$ cat src/hw/rtl/wahenc_pkg.sv
// Shared types and code-word constants for the WAH bitmap encoder.
// No dependencies; imported by every wahenc module.
`timescale 1ns / 1ps

package wahenc_pkg;

   localparam int MAX_WORDS = 4;
   localparam int CODE_W    = 32;
   localparam int TOTAL_W   = 33;
   localparam int COUNT_W   = 30;

   localparam logic [CODE_W-1:0] W_FILL      = 32'h8000_0000;
   localparam logic [CODE_W-1:0] W_ONEFILL   = 32'hC000_0000;
   localparam logic [CODE_W-1:0] W_COUNTMASK = 32'h3FFF_FFFF;
   localparam logic [CODE_W-1:0] W_ONEFULL   = W_ONEFILL | W_COUNTMASK;

   // Words produced by one input item, in output order.
   typedef struct packed {
      logic                              valid;
      logic [2:0]                        count;
      logic                              last;
      logic [MAX_WORDS-1:0][CODE_W-1:0] words;
      logic [TOTAL_W-1:0]                total;
   } bundle_type;

   function automatic logic [CODE_W-1:0] zero_fill(input logic [COUNT_W-1:0] count);
      return W_FILL | {2'b00, count};
   endfunction

endpackage

$ cat src/hw/rtl/wahenc_divider.sv
// Input register and constant divide of the position by the literal width.
// Reciprocal multiply, then one compare-and-subtract correction. Uses wahenc_pkg.
`timescale 1ns / 1ps

module wahenc_divider
   import wahenc_pkg::*;
#(
   parameter int LITERAL_BITS = 31,
   localparam int QW = $clog2((64'd1 << 32) / LITERAL_BITS + 1),
   localparam int RW = $clog2(LITERAL_BITS)
) (
   input  logic                              clock,
   input  logic                              reset,
   input  logic                              in_valid,
   output logic                              in_ready,
   input  logic [31:0]                       in_pos,
   input  logic                              in_fin,
   output logic                              out_valid,
   input  logic                              out_ready,
   output logic [QW-1:0]                     out_q,
   output logic [RW-1:0]                     out_r,
   output logic [TOTAL_W-1:0]                out_wep,
   output logic                              out_fin
);

   localparam int SHIFT = 32 + $clog2(LITERAL_BITS) - 1;
   localparam logic [63:0] RECIP = (64'd1 << SHIFT) / LITERAL_BITS;
   localparam logic [31:0] RECIP_LO = RECIP[31:0];

   logic                 v1_ff, v2_ff, v3_ff;
   logic [31:0]          p1_ff, p2_ff;
   logic                 f1_ff, f2_ff, f3_ff;
   logic [QW-1:0]        q0_ff, q0_in;
   logic [QW-1:0]        q_ff, q_in;
   logic [RW-1:0]        r_ff, r_in;
   logic [TOTAL_W-1:0]   wep_ff, wep_in;
   logic [63:0]          prod;
   logic [TOTAL_W-1:0]   rem_wide;
   logic [RW:0]          rem;
   logic                 adv1, adv2, adv3;

   assign adv3     = !v3_ff || out_ready;
   assign adv2     = !v2_ff || adv3;
   assign adv1     = !v1_ff || adv2;
   assign in_ready = adv1;

   always_comb begin
      prod  = 64'(p1_ff) * 64'(RECIP_LO);
      q0_in = QW'(prod >> SHIFT);
   end

   always_comb begin
      rem_wide = 33'(p2_ff) - 33'(q0_ff) * 33'(LITERAL_BITS);
      rem      = rem_wide[RW:0];
      if (rem >= (RW+1)'(LITERAL_BITS)) begin
         q_in = q0_ff + QW'(1);
         r_in = RW'(rem - (RW+1)'(LITERAL_BITS));
      end else begin
         q_in = q0_ff;
         r_in = rem[RW-1:0];
      end
      wep_in = 33'(p2_ff) - 33'(r_in) + 33'(LITERAL_BITS - 1);
   end

   always_ff @(posedge clock) begin
      if (reset) begin
         v1_ff <= 1'b0;
         v2_ff <= 1'b0;
         v3_ff <= 1'b0;
      end else begin
         if (adv1) v1_ff <= in_valid;
         if (adv2) v2_ff <= v1_ff;
         if (adv3) v3_ff <= v2_ff;
      end
   end

   always_ff @(posedge clock) begin
      if (adv1) begin
         p1_ff <= in_pos;
         f1_ff <= in_fin;
      end
      if (adv2) begin
         p2_ff <= p1_ff;
         f2_ff <= f1_ff;
         q0_ff <= q0_in;
      end
      if (adv3) begin
         q_ff   <= q_in;
         r_ff   <= r_in;
         wep_ff <= wep_in;
         f3_ff  <= f2_ff;
      end
   end

   assign out_valid = v3_ff;
   assign out_q     = q_ff;
   assign out_r     = r_ff;
   assign out_wep   = wep_ff;
   assign out_fin   = f3_ff;

endmodule

$ cat src/hw/rtl/wahenc_encoder.sv
// Bitmap state: literal under construction, held word and word index.
// Turns one divided position into a bundle of up to four code words. Uses wahenc_pkg.
`timescale 1ns / 1ps

module wahenc_encoder
   import wahenc_pkg::*;
#(
   parameter int LITERAL_BITS = 31,
   localparam int QW = $clog2((64'd1 << 32) / LITERAL_BITS + 1),
   localparam int RW = $clog2(LITERAL_BITS)
) (
   input  logic                clock,
   input  logic                reset,
   input  logic                in_valid,
   output logic                in_ready,
   input  logic [QW-1:0]       in_q,
   input  logic [RW-1:0]       in_r,
   input  logic [TOTAL_W-1:0]  in_wep,
   input  logic                in_fin,
   input  logic                sink_free,
   output bundle_type          bundle
);

   localparam int LW = LITERAL_BITS;

   typedef struct packed {
      logic              emit;
      logic [CODE_W-1:0] word;
      logic [CODE_W-1:0] held;
   } step_type;

   function automatic step_type push_word(input logic [CODE_W-1:0] h, input logic hv,
                                          input logic [CODE_W-1:0] w);
      step_type s;
      s.emit = hv;
      s.word = h;
      s.held = w;
      return s;
   endfunction

   function automatic step_type close_lit(input logic [CODE_W-1:0] h, input logic hv,
                                          input logic [LW-1:0] a);
      step_type s;
      if (a == {LW{1'b1}}) begin
         if (hv && h[31:30] == 2'b11 && h != W_ONEFULL) begin
            s.emit = 1'b0;
            s.word = h;
            s.held = h + 32'd1;
         end else begin
            s = push_word(h, hv, W_ONEFILL | 32'd1);
         end
      end else begin
         s = push_word(h, hv, 32'(a));
      end
      return s;
   endfunction

   logic [LW-1:0]         acc_ff, acc_in;
   logic [QW-1:0]         k_ff, k_in;
   logic [TOTAL_W-1:0]    wep_ff, wep_in;
   logic [CODE_W-1:0]     held_ff, held_in;
   logic                  held_valid_ff, held_valid_in;
   logic                  started_ff, started_in;

   logic [MAX_WORDS-1:0][CODE_W-1:0] words;
   logic [2:0]            n;
   logic [QW-1:0]         gap;
   logic [RW-1:0]         idx;
   logic [TOTAL_W-1:0]    total;
   step_type              s;
   logic                  fire;

   always_comb begin
      acc_in        = acc_ff;
      k_in          = k_ff;
      wep_in        = wep_ff;
      held_in       = held_ff;
      held_valid_in = held_valid_ff;
      started_in    = started_ff;
      words         = '0;
      n             = '0;
      total         = '0;
      gap           = '0;
      s             = '0;
      idx           = RW'(LITERAL_BITS - 1) - in_r;

      if (!started_in) begin
         k_in   = in_q;
         wep_in = in_wep;
         acc_in = '0;
         if (in_q != '0) begin
            s = push_word(held_in, held_valid_in, zero_fill(COUNT_W'(in_q)));
            if (s.emit) begin
               words[n[1:0]] = s.word;
               n = n + 3'd1;
            end
            held_in       = s.held;
            held_valid_in = 1'b1;
         end
         started_in = 1'b1;
      end

      if (in_q > k_in) begin
         s = close_lit(held_in, held_valid_in, acc_in);
         if (s.emit) begin
            words[n[1:0]] = s.word;
            n = n + 3'd1;
         end
         held_in       = s.held;
         held_valid_in = 1'b1;
         gap = in_q - k_in - QW'(1);
         if (gap != '0) begin
            s = push_word(held_in, held_valid_in, zero_fill(COUNT_W'(gap)));
            if (s.emit) begin
               words[n[1:0]] = s.word;
               n = n + 3'd1;
            end
            held_in = s.held;
         end
         k_in   = in_q;
         wep_in = in_wep;
         acc_in = LW'(1) << idx;
      end else if (in_q == k_in) begin
         acc_in = acc_in | (LW'(1) << idx);
      end

      if (in_fin) begin
         s = close_lit(held_in, held_valid_in, acc_in);
         if (s.emit) begin
            words[n[1:0]] = s.word;
            n = n + 3'd1;
         end
         words[n[1:0]] = s.held;
         n = n + 3'd1;
         total = wep_in + 33'd1;
         acc_in        = '0;
         k_in          = '0;
         wep_in        = 33'(LITERAL_BITS - 1);
         held_in       = '0;
         held_valid_in = 1'b0;
         started_in    = 1'b0;
      end
   end

   assign in_ready = sink_free || (n == 3'd0);
   assign fire     = in_valid && in_ready;

   always_comb begin
      bundle.valid = fire && (n != 3'd0);
      bundle.count = n;
      bundle.last  = in_fin;
      bundle.words = words;
      bundle.total = total;
   end

   always_ff @(posedge clock) begin
      if (reset) begin
         acc_ff        <= '0;
         k_ff          <= '0;
         wep_ff        <= 33'(LITERAL_BITS - 1);
         held_ff       <= '0;
         held_valid_ff <= 1'b0;
         started_ff    <= 1'b0;
      end else if (fire) begin
         acc_ff        <= acc_in;
         k_ff          <= k_in;
         wep_ff        <= wep_in;
         held_ff       <= held_in;
         held_valid_ff <= held_valid_in;
         started_ff    <= started_in;
      end
   end

endmodule

$ cat src/hw/rtl/wahenc_serializer.sv
// Result register: holds one bundle and hands its words out one transfer at a time.
// Uses wahenc_pkg.
`timescale 1ns / 1ps

module wahenc_serializer
   import wahenc_pkg::*;
(
   input  logic                clock,
   input  logic                reset,
   input  bundle_type          bundle,
   output logic                free,
   output logic                out_valid,
   input  logic                out_ready,
   output logic [CODE_W-1:0]   out_word,
   output logic                out_last,
   output logic [TOTAL_W-1:0]  out_total
);

   logic                              bv_ff;
   logic [1:0]                        idx_ff;
   logic [2:0]                        cnt_ff;
   logic                              last_ff;
   logic [MAX_WORDS-1:0][CODE_W-1:0] words_ff;
   logic [TOTAL_W-1:0]                total_ff;
   logic                              taken, at_end;

   assign at_end    = (3'(idx_ff) + 3'd1) == cnt_ff;
   assign taken     = bv_ff && out_ready;
   assign free      = !bv_ff || (taken && at_end);
   assign out_valid = bv_ff;
   assign out_word  = words_ff[idx_ff];
   assign out_last  = last_ff && at_end;
   assign out_total = out_last ? total_ff : '0;

   always_ff @(posedge clock) begin
      if (reset) begin
         bv_ff  <= 1'b0;
         idx_ff <= '0;
      end else if (bundle.valid) begin
         bv_ff  <= 1'b1;
         idx_ff <= '0;
      end else if (taken) begin
         if (at_end) bv_ff <= 1'b0;
         else        idx_ff <= idx_ff + 2'd1;
      end
   end

   always_ff @(posedge clock) begin
      if (bundle.valid) begin
         cnt_ff   <= bundle.count;
         last_ff  <= bundle.last;
         words_ff <= bundle.words;
         total_ff <= bundle.total;
      end
   end

endmodule

$ cat src/hw/rtl/wah_encode_sorted_positions_core.sv
// WAH bitmap encoder for a sorted stream of set-bit positions.
// Path: divider input, estimate and result registers, encoder, result register.
// Throughput: one position per cycle while no bundle waits on the result register;
// an item's n words (n up to 4) hold it until all leave by the one-word-wide output.
// Reset: synchronous, active high; clears the pipeline and starts a new bitmap.
`timescale 1ns / 1ps

module wah_encode_sorted_positions_core
   import wahenc_pkg::*;
#(
   parameter int LITERAL_BITS = 31
) (
   input  logic        clock,
   input  logic        reset,
   input  logic        req_tvalid,
   output logic        req_tready,
   input  logic [31:0] req_tdata,   // [31:0] position
   input  logic        req_tlast,   // final_item
   output logic        rsp_tvalid,
   input  logic        rsp_tready,
   output logic [71:0] rsp_tdata,   // [31:0] code_word, [64:32] total_bits, [71:65] zero
   output logic        rsp_tlast    // final_word
);

   localparam int QW = $clog2((64'd1 << 32) / LITERAL_BITS + 1);
   localparam int RW = $clog2(LITERAL_BITS);

   logic                d_valid, d_ready, d_fin;
   logic [QW-1:0]       d_q;
   logic [RW-1:0]       d_r;
   logic [TOTAL_W-1:0]  d_wep;
   bundle_type          bundle;
   logic                sink_free;
   logic [CODE_W-1:0]   code_word;
   logic [TOTAL_W-1:0]  total_bits;

   wahenc_divider #(.LITERAL_BITS(LITERAL_BITS)) u_div (
      .clock     (clock),
      .reset     (reset),
      .in_valid  (req_tvalid),
      .in_ready  (req_tready),
      .in_pos    (req_tdata),
      .in_fin    (req_tlast),
      .out_valid (d_valid),
      .out_ready (d_ready),
      .out_q     (d_q),
      .out_r     (d_r),
      .out_wep   (d_wep),
      .out_fin   (d_fin)
   );

   wahenc_encoder #(.LITERAL_BITS(LITERAL_BITS)) u_enc (
      .clock     (clock),
      .reset     (reset),
      .in_valid  (d_valid),
      .in_ready  (d_ready),
      .in_q      (d_q),
      .in_r      (d_r),
      .in_wep    (d_wep),
      .in_fin    (d_fin),
      .sink_free (sink_free),
      .bundle    (bundle)
   );

   wahenc_serializer u_ser (
      .clock     (clock),
      .reset     (reset),
      .bundle    (bundle),
      .free      (sink_free),
      .out_valid (rsp_tvalid),
      .out_ready (rsp_tready),
      .out_word  (code_word),
      .out_last  (rsp_tlast),
      .out_total (total_bits)
   );

   assign rsp_tdata = {7'd0, total_bits, code_word};

   // Bundle only loads when the result register is free.
   a_load_free: assert property (@(posedge clock) disable iff (reset)
      bundle.valid |-> sink_free)
      else $error("bundle loaded while result register busy");

   a_bundle_count: assert property (@(posedge clock) disable iff (reset)
      bundle.valid |-> (bundle.count != 3'd0 && bundle.count <= 3'd4))
      else $error("bundle word count out of range");

   a_total_final: assert property (@(posedge clock) disable iff (reset)
      rsp_tvalid |-> (rsp_tlast ? (total_bits >= 33'(LITERAL_BITS)) : (total_bits == '0)))
      else $error("total_bits inconsistent with final_word");

   a_reset_idle: assert property (@(posedge clock)
      (!reset && $past(reset)) |-> !rsp_tvalid)
      else $error("result valid right after reset");

endmodule

$ cat config.mk
export PLATFORM = sky130hd
export DESIGN_NAME = wah_encode_sorted_positions_core
export DESIGN_NICKNAME = d
export VERILOG_FILES = /design/src/hw/rtl/wahenc_pkg.sv /design/src/hw/rtl/wahenc_divider.sv /design/src/hw/rtl/wahenc_encoder.sv /design/src/hw/rtl/wahenc_serializer.sv /design/src/hw/rtl/wah_encode_sorted_positions_core.sv
export SDC_FILE = /design/constraint.sdc
export NUM_CORES = 2
export LEC_CHECK = 0
export BUFFER_PORTS_ARGS = -buffer_cell sky130_fd_sc_hd__buf_2
export CORE_MARGIN = 1.5
export CORE_UTILIZATION = 25
export CTS_CLUSTER_SIZE = 16
export DETAILED_ROUTE_END_ITERATION = 8
export MAX_ROUTING_LAYER = met4
export PLACE_DENSITY_LB_ADDON = 0.08
export REMOVE_ABC_BUFFERS = 1
export SLEW_MARGIN = 25
export SYNTH_ARGS = -nofsm -noshare
export SYNTH_HDL_FRONTEND = slang
export SYNTH_SLANG_ARGS = --single-unit
$ cat constraint.sdc
create_clock -name clock -period 27.8 [get_ports clock]
set_clock_uncertainty 0.1 [all_clocks]
set_input_delay 2.78 -clock clock [delete_from_list [all_inputs] [get_ports clock]]
set_output_delay 2.78 -clock clock [all_outputs]
set_load 0.01 [all_outputs]
Word-level counts from Yosys, hierarchy flattened

Index checks and enable logic that the tools add are counted.

Bits in registers: 458
Bits of input ports: 37

Add/sub/neg operators: 17
Multiply operators: 2
$lt $le $gt $ge: 11
Eq/ne operators: 8
Shift-type cells: 1
Mux-type cells: 66
Bitwise gates (word level): 2
Reduce and logical (&&, ||, !) cells: 31

Operators by type and width:

| cell                                                                   | count |
|---|---|
| 128-bit 2-to-1 mux                                                     | 7 |
| 128-bit bitwise mux                                                    | 4 |
| 32-bit 2-to-1 mux                                                      | 13 |
| 65-bit 2-to-1 mux                                                      | 6 |
| 32-bit demux with 2-bit select                                         | 4 |
| 33-bit 2-to-1 mux                                                      | 4 |
| 31-bit 2-to-1 mux                                                      | 4 |
| 28-bit 2-to-1 mux                                                      | 4 |
| 32-bit by 1-bit adder with 32-bit output (second input constant)       | 2 |
| 32-bit binary-select mux with 2-bit select                             | 1 |
| 32-bit != test (second input constant)                                 | 2 |
| 32-bit by 31-bit multiplier with 63-bit output (second input constant) | 1 |
| 31-bit == test (second input constant)                                 | 2 |
| 28-bit nonzero test                                                    | 2 |
| 33-bit by 1-bit adder with 33-bit output (second input constant)       | 1 |
| 33-bit by 5-bit adder with 33-bit output (second input constant)       | 1 |
| 32-bit by 5-bit subtractor with 33-bit output                          | 1 |
| 31-bit bitwise OR                                                      | 1 |
| 1-bit by 5-bit << shifter with 31-bit output (first input constant)    | 1 |
| 28-bit by 1-bit adder with 28-bit output (second input constant)       | 1 |
| 28-bit == test                                                         | 1 |
| 28-bit greater-than comparator                                         | 1 |
| 28-bit by 5-bit multiplier with 6-bit output (second input constant)   | 1 |
| 28-bit by 1-bit subtractor with 28-bit output (second input constant)  | 1 |
| 24 further kinds                                                       | 72 |

Logic depth before layout (Yosys ltp)

Depth in word-level cells: 27
Depth in mapped cells: 42
Gate-level depth less buffers: 36

Modules after synthesis

Synthesis repeated with hierarchy kept, for this count alone.

Cell total of the unflattened synthesis: 4112
Area total of the unflattened synthesis: 38096.5 µm²

Modules (own cells, without submodules):

| module                           | times used | cells an instance | area each (µm²) | seq. area each (µm²) |
|---|---|---|---|---|
| wahenc_encoder                   | 1          | 2462              | 16627.2         | 2522.4 |
| wahenc_divider                   | 1          | 1376              | 15210.8         | 4894.7 |
| wahenc_serializer                | 1          | 266               | 6202.2          | 5014.8 |
| wah_encode_sorted_positions_core | 1          | 8                 | 56.3            | 0.0 |

Worst setup path after synthesis

No wires, ideal clock.

Path kind: reg2reg
Start point: register u_enc.started_ff
End point: register u_ser.cnt_ff[0] (enable)
Library setup time: 0.931 ns
Arrival time: 21.158 ns
Required time: 26.769 ns
Path slack: 5.612 ns
Stages on the path, launching flop included: 37
Cell sequence: dfxtp_1 -> clkbuf_1 -> clkbuf_1 -> clkbuf_1 -> clkbuf_1 -> clkbuf_1 -> clkbuf_1 -> a21oi_1 -> ha_1 -> or4_1 -> a31oi_1 -> nand3_2 -> xnor2_1 -> or4_1 -> or4_1 -> or4_1 -> buf_2 -> buf_6 -> clkbuf_1 -> o311ai_0 -> o21a_1 -> ha_1 -> nand3_1 -> nor3_4 -> nand2_2 -> o31ai_1 -> buf_2 -> nand2_1 -> nor2_1 -> ha_1 -> clkinv_1 -> nor2_1 -> nand4b_1 -> o211ai_1 -> o31a_1 -> or3_1 -> nor3b_1

RTL lines:

| item                   | RTL line                | RTL |
|---|---|---|
| start, declared        | wahenc_encoder.sv:63    | `logic started_ff, started_in;` |
| start signal, assigned | wahenc_encoder.sv:170   | `started_ff <= started_in;` |
| end signal, assigned   | wahenc_serializer.sv:50 | `cnt_ff <= bundle.count;` |
| end, declared          | wahenc_serializer.sv:21 | `logic [2:0] cnt_ff;` |

Final worst setup path

Start point: register u_enc.started_ff
End point: output req_tready

Cells in the longest elaborated chain, start to end: 24
Elaborated cells on any way between the ends: 49
Classes of those cells: add/sub: 7; order compare: 1; eq/ne: 7; mux: 23; bitwise: 1; reduce/logical: 10

RTL lines:

| item                                                                       | RTL line                               | RTL |
|---|---|---|
| parallel branches: the longest is 18 deep, another holds 28-bit subtractor | --                                     |  |
| 3-bit 2-to-1 mux (*)                                                       | wahenc_encoder.sv:127                  | `if (in_fin) begin` |
| 3-bit zero test (*)                                                        | wahenc_encoder.sv:145                  | `assign in_ready = sink_free \|\| (n == 3'd0);` |
| 1-bit logical OR (*)                                                       | wahenc_encoder.sv:145                  |  |
| 1-bit logical OR (*)                                                       | wahenc_divider.sv:42                   | `assign adv3 = !v3_ff \|\| out_ready;` |
| 1-bit logical OR (*)                                                       | wahenc_divider.sv:43                   | `assign adv2 = !v2_ff \|\| adv3;` |
| named net u_div.adv2                                                       | wahenc_divider.sv:40                   | `logic adv1, adv2, adv3;` |
| 1-bit logical OR (*)                                                       | wahenc_divider.sv:44                   | `assign adv1 = !v1_ff \|\| adv2;` |
| end, declared                                                              | wah_encode_sorted_positions_core.sv:16 | `output logic req_tready,` |

Mark *: on every way through the listed nets, which the timed path passes. The select of a mux whose other input is x is not followed.

==> summary.txt <==
Floorplan
  – IO Pins: 112
  – Core Box Area: 144,000 um^2
  – Die width: 384 um
  – Die H: 384 um
  – Die area: 148,000 um^2
  – Initial core utilization: 25.2%
  – Row count: 139

Timing
  – Max Slew Vio Count: 0
  – Final setup vio count: 0
  – Setup TNS: 0 ps
  – Final period util: 57.7%
  – Final hold slack: 322 ps
  – Crit path time final: 16,050 ps
  – Slew of the pin with the lowest slew margin: 1150 ps
  – Fmax achieved: 62.3 MHz
  – Hold Vio Cnt, Final: 0
  – Relative slew slack: 23.2%
  – Unrepaired setup endpoints after global routing: no

Yosys
  – Synth warnings: 0
  – Synth top area share: 27.0%
  – Yosys cell types: 97
  – Flops & latches, synth: 458
  – Post-synth EDFFs: 326
  – Ys async rst share: 0%
  – Largest cells by area after synthesis: edfxtp_1, ha_1, dfxtp_1, fa_1, a21oi_1
  – Syn Inst Count: 3,859
  – Syn_area_per_cell: 9.41 um^2
  – Mapped Area: 36,300 um^2
  – Post-synthesis sequential area ratio: 34.2%
  – Ys flop type: edfxtp_1
  – Synth area leader: edfxtp_1

Clock network
  – Maximum clock insertion buffer count: 3
  – Number of setup buffers added after CTS: 0
  – # resized after CTS: 0
  – Clock Latency Late Sink: 670 ps
  – Clock root cell: clkbuf_16
  – CTS tree: done
  – CTS sink count: 458
  – Num CTS Buffers: 58
  – Clk slew on worst S/H paths: 60 ps
  – H-tree depth: 2
  – Hold_buf cts: 0

Setup path
  – Critical Path Sink Type: output pin
  – Slowest cell on the critical path: nor2_1
  – Crit path kind: reg -> out
  – FF-to-FF End: u_ser.words_ff[33]
  – Worst path max stage delay: 790 ps
  – Worst path required time: 24,920 ps
  – Reg2reg start: u_enc.started_ff
  – Worst Setup SP: u_enc.started_ff
  – CP startpoint kind: flop
  – Reg2Reg Depth: 33
  – Register-to-register setup slack: 14,300 ps
  – Most common cell on crit path: buf_4
  – Crit-path max FO: 75
  – WP data arrival: 13,170 ps

Status
  – Run status: complete, no violations

Power and ir drop
  – Seq pwr share: 19.9%
  – Switching power: 2700 uW
  – Internal power: 2670 uW
  – Pwr Total: 5370 uW
  – Worst vdd ir: 0.246 mV
  – P_leak: 0.0162 uW
  – Sw Share: 50.4%
  – Comb power frac: 65.6%
  – Power per Cell Area: 131 nW/um^2
  – Clock power frac: 14.5%

Drt
  – Wirelength per Cell: 26.2 um
  – Final ANT Viol Nets: 0
  – Vias: 30,870
  – Final wirelength: 153,000 um
  – Drt pass-1 iters: 5
  – Initial drt markers: 2,940
  – Via-to-Cell Ratio: 5.28
  – DRC: 0

Min path
  – Worst Hold Path Cells: 0
  – Hold WC Path Type: reg -> reg
  – Sink of the worst hold path: u_div.out_fin
  – Hold path start: u_div.f2_ff

Final layout
  – Fraction of layout cells with a size suffix above 1: 9.38%
  – Post-layout nets: 4,385
  – Most frequent cells in the layout: ha_1, inv_1, edfxtp_1, nand2_1, nor2_1
  – Area Overhead vs Synth: 13.1%
  – Commonest non-fill, non-tap cell in the layout: ha_1

Global route
  – Vias in the first global route: 30,270
  – Pin count of the biggest net entering global routing: 76
  – Initial antenna violation count: 6
  – Total track usage: 21.0%
  – Overflow after GRT: 0
  – First-pass GRT wire length: 221,000 um

Placed design
  – Dpl hpwl: 119,000 um
  – Routability cong.: 0.965
  – Number of port buffers: 104

Job
  – MaxCap Viol Count: 0
==> cell usage after synthesis, types with 17 or more instances <==
cell / n
xnor2_1: 113
a22o_1: 57
and3_1: 73
a21o_1: 33
nand4_1: 73
a21oi_1: 254
nor4_1: 31
nor2_1: 258
edfxtp_1: 326
a22oi_1: 47
a32oi_1: 17
fa_1: 117
o31ai_1: 26
a211oi_1: 25
ha_1: 336
or3_1: 44
mux2i_1: 30
inv_1: 330
xor2_1: 70
nor3_1: 92
nor2b_1: 64
nand3_1: 91
o21ai_0: 237
mux4_2: 32
clkbuf_1: 157
nand2b_1: 19
a31oi_1: 26
and2_1: 25
nand2_1: 269
buf_2: 20
o221ai_1: 27
a32o_1: 26
o22ai_1: 64
o2bb2ai_1: 26
o21a_1: 21
dfxtp_1: 132
buf_1: 18
==> worst max-delay path, delay by kind of cell, from the launching register on <==
| family | cells | cell delay (ps) |
|---|---|---|
| xor gates and xnor gates | 1 | 180 |
| DFF | 1 | 320 |
| AOI/OAI and AO/OA | 7 | 2160 |
| and+or+nand+nor | 16 | 5750 |
| adders and majority gates | 3 | 980 |
| buffers and inverters | 7 | 3040 |
==> area by class of cell <==
class | count | area, um^2
tap | 1903 | 2380
fill | 15192 | 103000
sequential | 458 | 12400
clock buffer | 78 | 1600
antenna | 1 | 2.50
clock inverter | 30 | 342
timing repair buffer | 182 | 1110
inverter | 333 | 1250
multi-input combinational | 2862 | 21900
==> power groups by stage <==
| stage | Clock, uW | Sequential, uW | Combinational, uW |
|---|---|---|---|
| floorplan | 0 | 1040 | 2240 |
| global placement | 0 | 1080 | 3550 |
| detailed placement | 0 | 1080 | 3520 |
| CTS | 805 | 1070 | 3550 |
| global route | 828 | 1080 | 3900 |
| finish | 779 | 1070 | 3520 |
==> per-layer routing <==
layer,GRT usage [%],routed length (um),vias up
met4,6.59,5200,0
met5,-,0,-
met2,32.9,70100,960
met3,2.05,7310,209
met1,28.4,70800,15369
li1,-,-,14332
==> worst max-delay path by stage <==
stage,end,slack (ps)
2_1_floorplan,u_ser.cnt_ff[0],1370
3_3_place_gp,req_tready,12740
3_5_place_dp,req_tready,12490
4_1_cts,req_tready,11770
5_1_grt,req_tready,10870
6_report,req_tready,11750
==> stage by stage <==
stage	instance area (um^2)	utilization (%)	worst slack, ps	instances
global placement	39100	27.2	12740	5738
finish	41000	28.5	11750	5847
CTS	41000	28.5	11770	5846
floorplan	35400	-	1370	3653
global route	41000	28.5	10870	5846
detailed placement	39100	27.2	12490	5738
==> flip-flops by register name (all words and copies together), names as in the netlist, 31 cells and up <==
name and count:
u_ser.words_ff 128, u_div.out_wep 33, u_enc.wep_ff 33, u_ser.total_ff 33
u_div.p1_ff 32, u_div.p2_ff 32, u_enc.held_ff 32, u_enc.acc_ff 31
==> logic make-up after synthesis <==
group | count (synthesis) | share of synthesized area [%]
buffers and inverters | 545 | 5.94
and+or+nand+nor | 1113 | 15.3
muxes | 67 | 2.97
adders and majority gates | 453 | 18.0
xor gates and xnor gates | 183 | 4.42
AOI/OAI and AO/OA | 1039 | 19.1
DFF | 458 | 34.2
other | 1 | 0.0103
(Power assumes the default switching activity.)
